File: src/lkv_pkg.sv
// Shared definitions for the LRU key-value cache.
// Holds the operation codes, the store command struct and the capacity register width.
// No dependencies.
`default_nettype none

package lkv_pkg;

    typedef logic [1:0] t_op;

    localparam t_op OP_GET = 2'd0;
    localparam t_op OP_PUT = 2'd1;
    localparam t_op OP_DEL = 2'd2;

    localparam int CFG_W         = 5;
    localparam int OCC_W         = 5;
    localparam logic [CFG_W-1:0] CAPACITY_RESET = 5'd16;

    // Commands from the request decode to the entry store; at most one of
    // touch, remove and insert is set in a cycle.
    typedef struct packed {
        logic touch;       // make the hit entry most recent
        logic write_data;  // overwrite the hit entry's value
        logic remove;      // drop the hit entry
        logic insert;      // place a new key as most recent
        logic evict;       // drop the oldest entry before the insert
    } t_store_cmd;

endpackage

`default_nettype wire

File: src/lkv_store.sv
// Entry store of the LRU key-value cache: valid bits, keys, values, recency ranks.
// Does the parallel key compare and applies one command per cycle.
// Depends on lkv_pkg.
`default_nettype none

module lkv_store
    import lkv_pkg::*;
#(
    parameter int ENTRIES    = 16,
    parameter int KEY_BITS   = 64,
    parameter int VALUE_BITS = 64
) (
    input  wire logic                              i_clk,
    input  wire logic                              i_rst_n,
    input  wire logic [KEY_BITS-1:0]               i_key,
    input  wire logic [VALUE_BITS-1:0]             i_value,
    input  wire t_store_cmd                        i_cmd,
    output logic                                   o_found,
    output logic [VALUE_BITS-1:0]                  o_hit_data,
    output logic [$clog2(ENTRIES+1)-1:0]           o_count,
    output logic [$clog2(ENTRIES+1)-1:0]           o_count_next
);

    localparam int RANK_W = $clog2(ENTRIES);
    localparam int CNT_W  = $clog2(ENTRIES+1);

    logic [ENTRIES-1:0]    r_valid;
    logic [ENTRIES-1:0]    n_valid;
    logic [KEY_BITS-1:0]   r_key  [ENTRIES];
    logic [VALUE_BITS-1:0] r_data [ENTRIES];
    logic [RANK_W-1:0]     r_rank [ENTRIES];
    logic [RANK_W-1:0]     n_rank [ENTRIES];
    logic [CNT_W-1:0]      r_count;
    logic [CNT_W-1:0]      n_count;

    logic [ENTRIES-1:0]    hit;
    logic [RANK_W-1:0]     hit_rank;
    logic [RANK_W-1:0]     oldest_rank;
    logic [ENTRIES-1:0]    evict_mask;
    logic [ENTRIES-1:0]    kept;
    logic [ENTRIES-1:0]    free;
    logic [ENTRIES-1:0]    slot;
    logic [ENTRIES-1:0]    wr_key;
    logic [ENTRIES-1:0]    wr_data;

    always_comb begin
        o_hit_data = '0;
        hit_rank   = '0;
        for (int i = 0; i < ENTRIES; i++) begin
            hit[i]     = r_valid[i] && (r_key[i] == i_key);
            o_hit_data = o_hit_data | ({VALUE_BITS{hit[i]}} & r_data[i]);
            hit_rank   = hit_rank | ({RANK_W{hit[i]}} & r_rank[i]);
        end
    end

    assign o_found = |hit;
    assign o_count = r_count;

    // Ranks of valid entries always run 0 .. count-1, so the oldest has rank count-1.
    assign oldest_rank = RANK_W'(r_count - CNT_W'(1));

    always_comb begin
        for (int i = 0; i < ENTRIES; i++) begin
            evict_mask[i] = i_cmd.evict && r_valid[i] && (r_rank[i] == oldest_rank);
        end
    end

    assign kept = r_valid & ~evict_mask;
    assign free = ~kept;
    // isolate the lowest free slot
    assign slot = free & (~free + ENTRIES'(1));

    always_comb begin
        n_valid = r_valid;
        n_count = r_count;
        wr_key  = '0;
        wr_data = '0;
        for (int i = 0; i < ENTRIES; i++) begin
            n_rank[i] = r_rank[i];
        end
        if (i_cmd.touch) begin
            for (int i = 0; i < ENTRIES; i++) begin
                if (hit[i]) begin
                    n_rank[i] = '0;
                end else if (r_valid[i] && (r_rank[i] < hit_rank)) begin
                    n_rank[i] = r_rank[i] + RANK_W'(1);
                end
            end
            if (i_cmd.write_data) begin
                wr_data = hit;
            end
        end else if (i_cmd.remove) begin
            n_valid = r_valid & ~hit;
            n_count = r_count - CNT_W'(1);
            for (int i = 0; i < ENTRIES; i++) begin
                if (r_valid[i] && !hit[i] && (r_rank[i] > hit_rank)) begin
                    n_rank[i] = r_rank[i] - RANK_W'(1);
                end
            end
        end else if (i_cmd.insert) begin
            n_valid = kept | slot;
            wr_key  = slot;
            wr_data = slot;
            if (!i_cmd.evict) begin
                n_count = r_count + CNT_W'(1);
            end
            for (int i = 0; i < ENTRIES; i++) begin
                if (slot[i]) begin
                    n_rank[i] = '0;
                end else if (kept[i]) begin
                    n_rank[i] = r_rank[i] + RANK_W'(1);
                end
            end
        end
    end

    assign o_count_next = n_count;

    always_ff @(posedge i_clk) begin
        if (!i_rst_n) begin
            r_valid <= '0;
            r_count <= '0;
        end else begin
            r_valid <= n_valid;
            r_count <= n_count;
        end
    end

    always_ff @(posedge i_clk) begin
        for (int i = 0; i < ENTRIES; i++) begin
            r_rank[i] <= n_rank[i];
            if (wr_key[i]) begin
                r_key[i] <= i_key;
            end
            if (wr_data[i]) begin
                r_data[i] <= i_value;
            end
        end
    end

`ifndef SYNTHESIS
    a_count_matches_valid: assert property (@(posedge i_clk) disable iff (!i_rst_n)
        $countones(r_valid) == int'(r_count))
        else $error("entry count differs from number of valid entries");

    a_hit_unique: assert property (@(posedge i_clk) disable iff (!i_rst_n)
        $onehot0(hit))
        else $error("key present in more than one entry");

    a_insert_has_slot: assert property (@(posedge i_clk) disable iff (!i_rst_n)
        i_cmd.insert |-> $onehot(slot))
        else $error("insert without a free slot");

    a_evict_single: assert property (@(posedge i_clk) disable iff (!i_rst_n)
        i_cmd.evict |-> $onehot(evict_mask))
        else $error("eviction did not find exactly one oldest entry");

    a_insert_recent: assert property (@(posedge i_clk) disable iff (!i_rst_n)
        i_cmd.insert |=> (r_count != '0))
        else $error("store empty after an insert");
`endif

endmodule

`default_nettype wire

File: src/lru_key_value_cache.sv
// Top level of the LRU key-value cache: request register, decode, result register.
// Instantiates lkv_store; depends on lkv_pkg.
//
// Usage:
//   Request channel: drive i_op, i_lookup_key and i_write_value with i_start high;
//   the request is taken at any rising edge where o_busy is low. o_busy stays low,
//   so one request can be issued in every cycle.
//   Result channel: o_done is high for exactly one cycle with o_found,
//   o_read_value, o_evicted and o_occupancy. There is no back-pressure; the
//   receiver must take the result in that cycle.
//   Path: the request register takes the request at the accepting edge; lookup and
//   update then run combinationally into the result register.
//   Throughput: 1 request per cycle; the next request sees the store as left by
//   the previous one, since the store registers take the full compare and recency update first.
//   Configuration: i_cfg_data (capacity) is taken when i_cfg_valid is high;
//   o_cfg_ready is always high. Write it only while no request is in flight.
//   Reset: synchronous, active low; empties the store, clears pending requests
//   and results and sets the capacity to 16. No clearing pass is needed.
`default_nettype none

module lru_key_value_cache
    import lkv_pkg::*;
#(
    parameter int ENTRIES    = 16,
    parameter int KEY_BITS   = 64,
    parameter int VALUE_BITS = 64
) (
    input  wire logic                  i_clk,
    input  wire logic                  i_rst_n,
    input  wire logic                  i_start,
    output logic                       o_busy,
    input  wire logic [1:0]            i_op,
    input  wire logic [KEY_BITS-1:0]   i_lookup_key,
    input  wire logic [VALUE_BITS-1:0] i_write_value,
    output logic                       o_done,
    output logic                       o_found,
    output logic [VALUE_BITS-1:0]      o_read_value,
    output logic                       o_evicted,
    output logic [OCC_W-1:0]           o_occupancy,
    input  wire logic                  i_cfg_valid,
    output logic                       o_cfg_ready,
    input  wire logic [CFG_W-1:0]      i_cfg_data
);

    localparam int CNT_W = $clog2(ENTRIES+1);
    localparam int CMP_W = ((CNT_W > CFG_W) ? CNT_W : CFG_W) + 1;

    logic                  r_req_valid;
    t_op                   r_op;
    logic [KEY_BITS-1:0]   r_key;
    logic [VALUE_BITS-1:0] r_value;
    logic [CFG_W-1:0]      r_capacity;

    logic                  r_done;
    logic                  r_found;
    logic [VALUE_BITS-1:0] r_read_value;
    logic                  r_evicted;
    logic [OCC_W-1:0]      r_occupancy;

    t_store_cmd            cmd;
    logic                  found;
    logic [VALUE_BITS-1:0] hit_data;
    logic [CNT_W-1:0]      count;
    logic [CNT_W-1:0]      count_next;
    logic [CMP_W-1:0]      cap_ext;
    logic [CMP_W-1:0]      eff_cap;
    logic                  full;
    logic                  n_found;
    logic [VALUE_BITS-1:0] n_read_value;

    assign o_busy      = 1'b0;
    assign o_cfg_ready = 1'b1;

    always_ff @(posedge i_clk) begin
        if (!i_rst_n) begin
            r_capacity <= CAPACITY_RESET;
        end else if (i_cfg_valid) begin
            r_capacity <= i_cfg_data;
        end
    end

    always_ff @(posedge i_clk) begin
        if (!i_rst_n) begin
            r_req_valid <= 1'b0;
        end else begin
            r_req_valid <= i_start;
        end
    end

    always_ff @(posedge i_clk) begin
        if (i_start) begin
            r_op    <= i_op;
            r_key   <= i_lookup_key;
            r_value <= i_write_value;
        end
    end

    lkv_store #(
        .ENTRIES    (ENTRIES),
        .KEY_BITS   (KEY_BITS),
        .VALUE_BITS (VALUE_BITS)
    ) u_store (
        .i_clk        (i_clk),
        .i_rst_n      (i_rst_n),
        .i_key        (r_key),
        .i_value      (r_value),
        .i_cmd        (cmd),
        .o_found      (found),
        .o_hit_data   (hit_data),
        .o_count      (count),
        .o_count_next (count_next)
    );

    // capacity zero acts as one, anything above the store size as the store size
    assign cap_ext = CMP_W'(r_capacity);
    always_comb begin
        if (cap_ext == '0) begin
            eff_cap = CMP_W'(1);
        end else if (cap_ext > CMP_W'(ENTRIES)) begin
            eff_cap = CMP_W'(ENTRIES);
        end else begin
            eff_cap = cap_ext;
        end
    end
    assign full = CMP_W'(count) >= eff_cap;

    always_comb begin
        cmd          = '0;
        n_found      = 1'b0;
        n_read_value = '0;
        if (r_req_valid) begin
            unique case (r_op)
                OP_GET: begin
                    n_found      = found;
                    cmd.touch    = found;
                    n_read_value = found ? hit_data : '0;
                end
                OP_PUT: begin
                    n_found = found;
                    if (found) begin
                        cmd.touch      = 1'b1;
                        cmd.write_data = 1'b1;
                    end else begin
                        cmd.insert = 1'b1;
                        cmd.evict  = full;
                    end
                end
                OP_DEL: begin
                    n_found    = found;
                    cmd.remove = found;
                end
                default: ;
            endcase
        end
    end

    always_ff @(posedge i_clk) begin
        if (!i_rst_n) begin
            r_done <= 1'b0;
        end else begin
            r_done <= r_req_valid;
        end
    end

    always_ff @(posedge i_clk) begin
        if (r_req_valid) begin
            r_found      <= n_found;
            r_read_value <= n_read_value;
            r_evicted    <= cmd.evict;
            r_occupancy  <= OCC_W'(count_next);
        end
    end

    assign o_done       = r_done;
    assign o_found      = r_found;
    assign o_read_value = r_read_value;
    assign o_evicted    = r_evicted;
    assign o_occupancy  = r_occupancy;

`ifndef SYNTHESIS
    a_result_follows_request: assert property (@(posedge i_clk) disable iff (!i_rst_n)
        r_req_valid |=> r_done)
        else $error("request produced no result");

    a_evict_only_on_put_miss: assert property (@(posedge i_clk) disable iff (!i_rst_n)
        cmd.evict |-> (cmd.insert && !found && full))
        else $error("eviction outside a put of a new key");

    a_single_command: assert property (@(posedge i_clk) disable iff (!i_rst_n)
        $onehot0({cmd.touch, cmd.remove, cmd.insert}))
        else $error("more than one store command in a cycle");

    a_occupancy_bounded: assert property (@(posedge i_clk) disable iff (!i_rst_n)
        CMP_W'(count) <= CMP_W'(ENTRIES))
        else $error("occupancy above store size");
`endif

endmodule

`default_nettype wire

File: config.mk
export PLATFORM = sky130hd
export DESIGN_NAME = lru_key_value_cache
export DESIGN_NICKNAME = d
export VERILOG_FILES = /design/src/lkv_pkg.sv /design/src/lkv_store.sv /design/src/lru_key_value_cache.sv
export SDC_FILE = /design/constraint.sdc
export NUM_CORES = 2
export LEC_CHECK = 0
export BUFFER_PORTS_ARGS = -buffer_cell sky130_fd_sc_hd__buf_2
export CAP_MARGIN = 40
export CORE_AREA = 8 8 472 474
export CTS_BUF_LIST = sky130_fd_sc_hd__clkbuf_8
export DETAILED_ROUTE_END_ITERATION = 12
export DIE_AREA = 0 0 480 482
export PLACE_DENSITY = 0.69
export SLEW_MARGIN = 30
export SYNTH_ARGS = -nofsm -noshare
export SYNTH_HDL_FRONTEND = slang
export SYNTH_SLANG_ARGS = --single-unit
File: constraint.sdc
create_clock -name i_clk -period 10.25 [get_ports i_clk]
set_clock_uncertainty 0.15 [all_clocks]
set_input_delay 1.025 -clock i_clk [delete_from_list [all_inputs] [get_ports i_clk]]
set_output_delay 1.025 -clock i_clk [all_outputs]
set_load 0.02 [all_outputs]
[Word-level counts from Yosys, hierarchy flattened]
Memories as Yosys holds them, arrays and structs flattened.
Index checks and enable logic that the tools add are counted.
Word-level totals
  flip-flop bits (word level): 229
  bits in latches: 0
  RAM bits: 2112
  memory bits (read-only): 0
  word-level logic and storage cells: 535
  memories: 3
Memory list
  u_store.r_data: words 16, bits a word 64, rd ports 16, clocked after Yosys merged registers in 0, write ports 16, RTL line lkv_store.sv:30  | logic [VALUE_BITS-1:0] r_data [ENTRIES];
  u_store.r_key: words 16, bits a word 64, rd ports 16, clocked after Yosys merged registers in 0, write ports 1, RTL line lkv_store.sv:29  | logic [KEY_BITS-1:0] r_key [ENTRIES];
  u_store.r_rank: words 16, bits a word 4, rd ports 16, clocked after Yosys merged registers in 0, write ports 16, RTL line lkv_store.sv:31  | logic [RANK_W-1:0] r_rank [ENTRIES];
Operators by class
  $add $sub $neg: 35
  multipliers: 0
  divide/modulo/power cells: 0
  magnitude comparators: 34
  eq/ne operators: 34
  shifts and indexed selects: 0
  muxes and demuxes: 212
  bitwise operators: 71
  reductions and logical operators: 134
Operator list (count)
  $mux 64: 18
  $and 64x64->64: 16
  $eq 64x64->1: 16
  $or 64x64->64: 15
  $reduce_or 64->1: 15
  $mux 4: 95
  $mux 16: 7
  $logic_and 1x1->1: 96
  $mux 1: 81
  $add 4x1->4 const B: 16
  $and 4x4->4: 16
  $eq 4x4->1: 16
  $gt 4x4->1: 16
  $lt 4x4->1: 16
  $not 16->16: 4
  $sub 4x1->4 const B: 16
  $or 4x4->4: 15
  $and 16x16->16: 3
  $mux 5: 7
  $add 16x1->16 const B: 1
  $logic_not 1->1: 16
  $or 16x16->16: 1
  $reduce_or 16->1: 1
  $ge 5x6->1: 1
  other kinds (13): 16

[Longest topological paths before layout]
  depth after elaboration: 36
  gate-level depth with buffers: 22

[Hierarchy]
From an unflattened synthesis, not the netlist that was laid out.
Second synthesis, totals
  cells, all modules: 5776
  area total of the unflattened synthesis: 95501.6 µm²
Modules (own cells, without submodules)
  lkv_store: instances 1, cells an instance 5454, area an instance 88517.4 µm², sequential area each 63841.2 µm²
  lru_key_value_cache: instances 1, cells an instance 322, area an instance 6984.2 µm², sequential area each 6175.9 µm²

[Worst setup path before layout]
Ideal clock, no wire load.
  path kind: reg2reg
  start point: register u_store.r_count[0], in the netlist u_store.o_count[0]
  end point: memory u_store.r_data[12][0], in the netlist u_store.r_data[1][256], enable pin
  library setup time: 574 ps
  data arrival time: 8346 ps
  setup slack: 1180 ps
  cell stages (with the launch flop): 16
  path buffers: 4
  period minus slack after synthesis: 9070 ps
  cell sequence: dfxtp_1 buf_2 buf_1 inv_1 ha_1 clkbuf_1 xnor2_1 or3_1 o22ai_1 or3b_1 a2bb2oi_1 or3b_1 a211oi_2 buf_4 nand2_1 o21ai_0
RTL lines
  start: declaration: RTL line lkv_store.sv:33  | logic [CNT_W-1:0] r_count;
  start signal: assignment: RTL line lkv_store.sv:125  | r_count <= n_count;
  end: declaration: RTL line lkv_store.sv:30

==> impl_results.md <==
* Outcome: completed
* Cells after Synth at about 5.8k
* R2r startpoint: r_key[7]
* Combinational share of power at 4.9%
* Register area at 70000 sq um
* Area growth syn-to-layout at 13.7%
* Synth top area share at approximately 72%
* Slew headroom at 36.1%
* Predominant post-synthesis flop cell: edfxtp_1
* Post-Synthesis Cell Area at 96100 sq um
* CP peak stage delay at 0.87 ns
* Hold Fails Final Rpt at 0
* Final net count at between 6k and 7k
* Gr usage total at 24.3%
* CTS root buf: clkbuf_8
* Max frequency at 0.133 GHz
* Largest net degree at the start of global routing at between 60 and 70
* Hold path start: i_lookup_key[34]
* Vias in the first global route at about 57k
* Max IR drop VDD at 0.137 mV
* Crit-path slowest cell: edfxtp_1
* Synth warnings at 0
* Layout cells sized above 1 at between 10% and 20%
* Die height at 482 microns
* Post-detailed-route wirelength per cell at 30.5 microns
* PortBufs at 210
* Final Max Tran Viols at 0
* Critical path class: reg2reg
* Hpwl dp at 173 mm
* Worst-path clk slew at 0.06 ns
* Final cell count without fillers at around 9.6k
* DR DRC count at 0
* Worst Max-Slew Pin Slew at about 0.95 ns
* Vias per Instance at ~6.1
* Post-route setup slack at 2.73 ns
* Distinct cell type count after synthesis at 91
* Post-Place Cells at 8791
* Largest cells by area after synthesis: edfxtp_1 72%, xnor2_1 5.6%, xor2_1 4.6%
* Pre-CTS setup slack at 2.56 ns
* CP bufs+invs at 5
* Sw frac at 23.2%
* Avg Cell Area, Syn at 16.5 sq um
* Clock Latency Late Sink at 1.10 ns
* Leak at 34.9 nW
* Clock buffer depth at 4
* Reg power frac at 56.4%
* CP top delay family: simple AND/OR/NAND/NOR gates
* Antenna Violating Nets Remaining at 0
* Core Rows at 171
* Cell Chain, Critical Path: buf_4 -> xor2_1 -> nor4_1 -> nand4_1 -> nor4_2 -> buf_4 -> a22oi_1 -> nand4_1 -> or3_1 -> buf_6 -> nor2_1 -> a221o_1 -> nor2_4 -> buf_6 -> a21o_4 -> buf_4
* Synth cell count leaders: 2313 x edfxtp_1, 617 x xnor2_1, 506 x xor2_1
* Syn Nets at 6051
* Fin crit period at roughly 7.5 ns
* Count leader, synth: edfxtp_1
* H-Tree Depth at 5
* Seq cells post-synth at 2341
* Initial drt markers at 8027
* Vias at 58.3k
* Filler cell count at 17.5k
* Arr. time, crit path at 8.03 ns
* Initial cell density of the core at 44.6%
* First-pass GRT wire length at 412 mm
* Area of the multi-input gates at about 24000 sq um
* CP Launch Type: register
* Number of flops mapped to enable cells by yosys at 2313
* Type of destination of the critical path: register
* Cell repeated most along the worst path: buf_4
* Max Cap Violations at 0
* Period utilization at 73.4%
* GRT overflow at 0
* IO Pins at approximately 210
* Critical Path Start: r_key[7]
* Synth area leader: edfxtp_1
* TritonCTS Buffers at 379
* Chip Width at between 400 and 500 microns
* Cell area after layout at 109000 sq um
* RSZ-0062 raised after global routing: no
* Core Region at approximately 220000 sq um
* Final WL at a little under 300 mm
* PD cells at 176 nW/um^2
* Crit path max fanout at 65
* Hold Path Class: in2reg
* DRT Pass-1 Iters at 6
* Asr flop ratio synth at 0%
* Final setup fails at 0
* Sequential share of the synthesized area at between 70% and 80%
* GP Congestion at 0.926
* Placed cell area at just over 100000 sq um
* Internal power at around 15 mW
* Clock network fraction of total power at roughly two fifths
* Switch Pwr at 4.45 mW
* Worst Path Required at 10.76 ns
* Setup TNS at 0 ns
* Initial antenna violation count at 21
* PostCTS Resize Cnt at 0
* Post-layout util at between 50% and 60%
* CTS tree: yes
* Clock Sink Count at ~2.3k
* Die area at roughly 230000 sq um
[area by class of cell]
class                      instances  share of cell area (%)
sequential                      2341                    64.0
multi-input combinational       3060                    22.0
clock buffer                     386                    4.86
timing repair buffer             565                    4.22
tap                             2854                    3.27
clock inverter                   275                    1.32
inverter                          84                   0.288
antenna                            9                  0.0206
[flip-flops by register name, summed over array words and instances, names as in the netlist, 2 cells and up]
signal,cells
r_value,64
u_store.r_rank,64
u_store.r_key,1024
o_read_value,64
r_capacity,5
u_store.r_valid,16
r_op,2
r_key,64
o_occupancy,5
u_store.r_data,1024
u_store.o_count,5
[final timing paths]
check	to	slack, ns	depth (start not counted)
min reg2reg	r_capacity[0]	0.39	2
max reg2reg	u_store.r_data[0][264]	2.73	16
min	r_key[34]	0.08	1
max	u_store.r_data[0][264]	2.73	16
[per-layer routing]
layer  routed length (microns)  GRT usage [%]
met1                    117000           34.3
met2                    131000           37.5
met3                     33600           5.68
met4                     10100           8.22
met5                        61              0
[placed cells by master (no fill, tap or decap), types with 27 or more instances in the layout]
master         instances
a22oi_1              169
clkbuf_8             387
dfxtp_1               27
xnor2_1              617
buf_12                28
a21oi_1               64
xor2_1               506
a221oi_1             200
nor4_1               154
nor2_1                94
dlygate4sd3_1        106
clkinv_2              56
ha_1                  87
inv_1                180
o21ai_0               74
a22o_1               193
clkinv_1              99
edfxtp_1            2313
and3_1                71
buf_4                193
buf_2                210
nand2_1               80
nand4_1              209
a31oi_1               77
nand3_1               61
[logic make-up after synthesis]
group                    Yosys count  synth area share, %
AO/OA/AOI/OAI                    991                 7.96
XOR/XNOR                        1125                 10.3
adder cells (fa/ha/maj)           93                 1.19
buffers and inverters            424                 2.60
flip-flops                      2341                 72.8
multiplexers                      13                0.146
other                              2              0.00781
AND/OR/NAND/NOR                  836                 4.98
[power groups by stage]
stage / combinational (mW) / clock, mW / sequential, mW
final: 0.939 / 7.43 / 10.8
after global routing: 0.978 / 7.93 / 10.8
after CTS: 0.933 / 7.52 / 10.8
after detailed placement: 0.895 / 0 / 11.0
after global placement: 0.882 / 0 / 11.0
after floorplan: 0.476 / 0 / 11.0
[what timing repair did]
action	in CTS	in global routing
hold buffers	106	0
buffers inserted	0	0
endpoints found under the hold margin	106	0
[metrics by stage]
| step | power, mW | hold slack, ns |
|---|---|---|
| after floorplan | 11.5 | 0.333 |
| after global placement | 11.9 | 0.369 |
| after detailed placement | 11.9 | 0.380 |
| after CTS | 19.3 | 0.000454 |
| after global routing | 19.7 | 0.0378 |
| final | 19.2 | 0.0753 |
(Power assumes the default switching activity.)
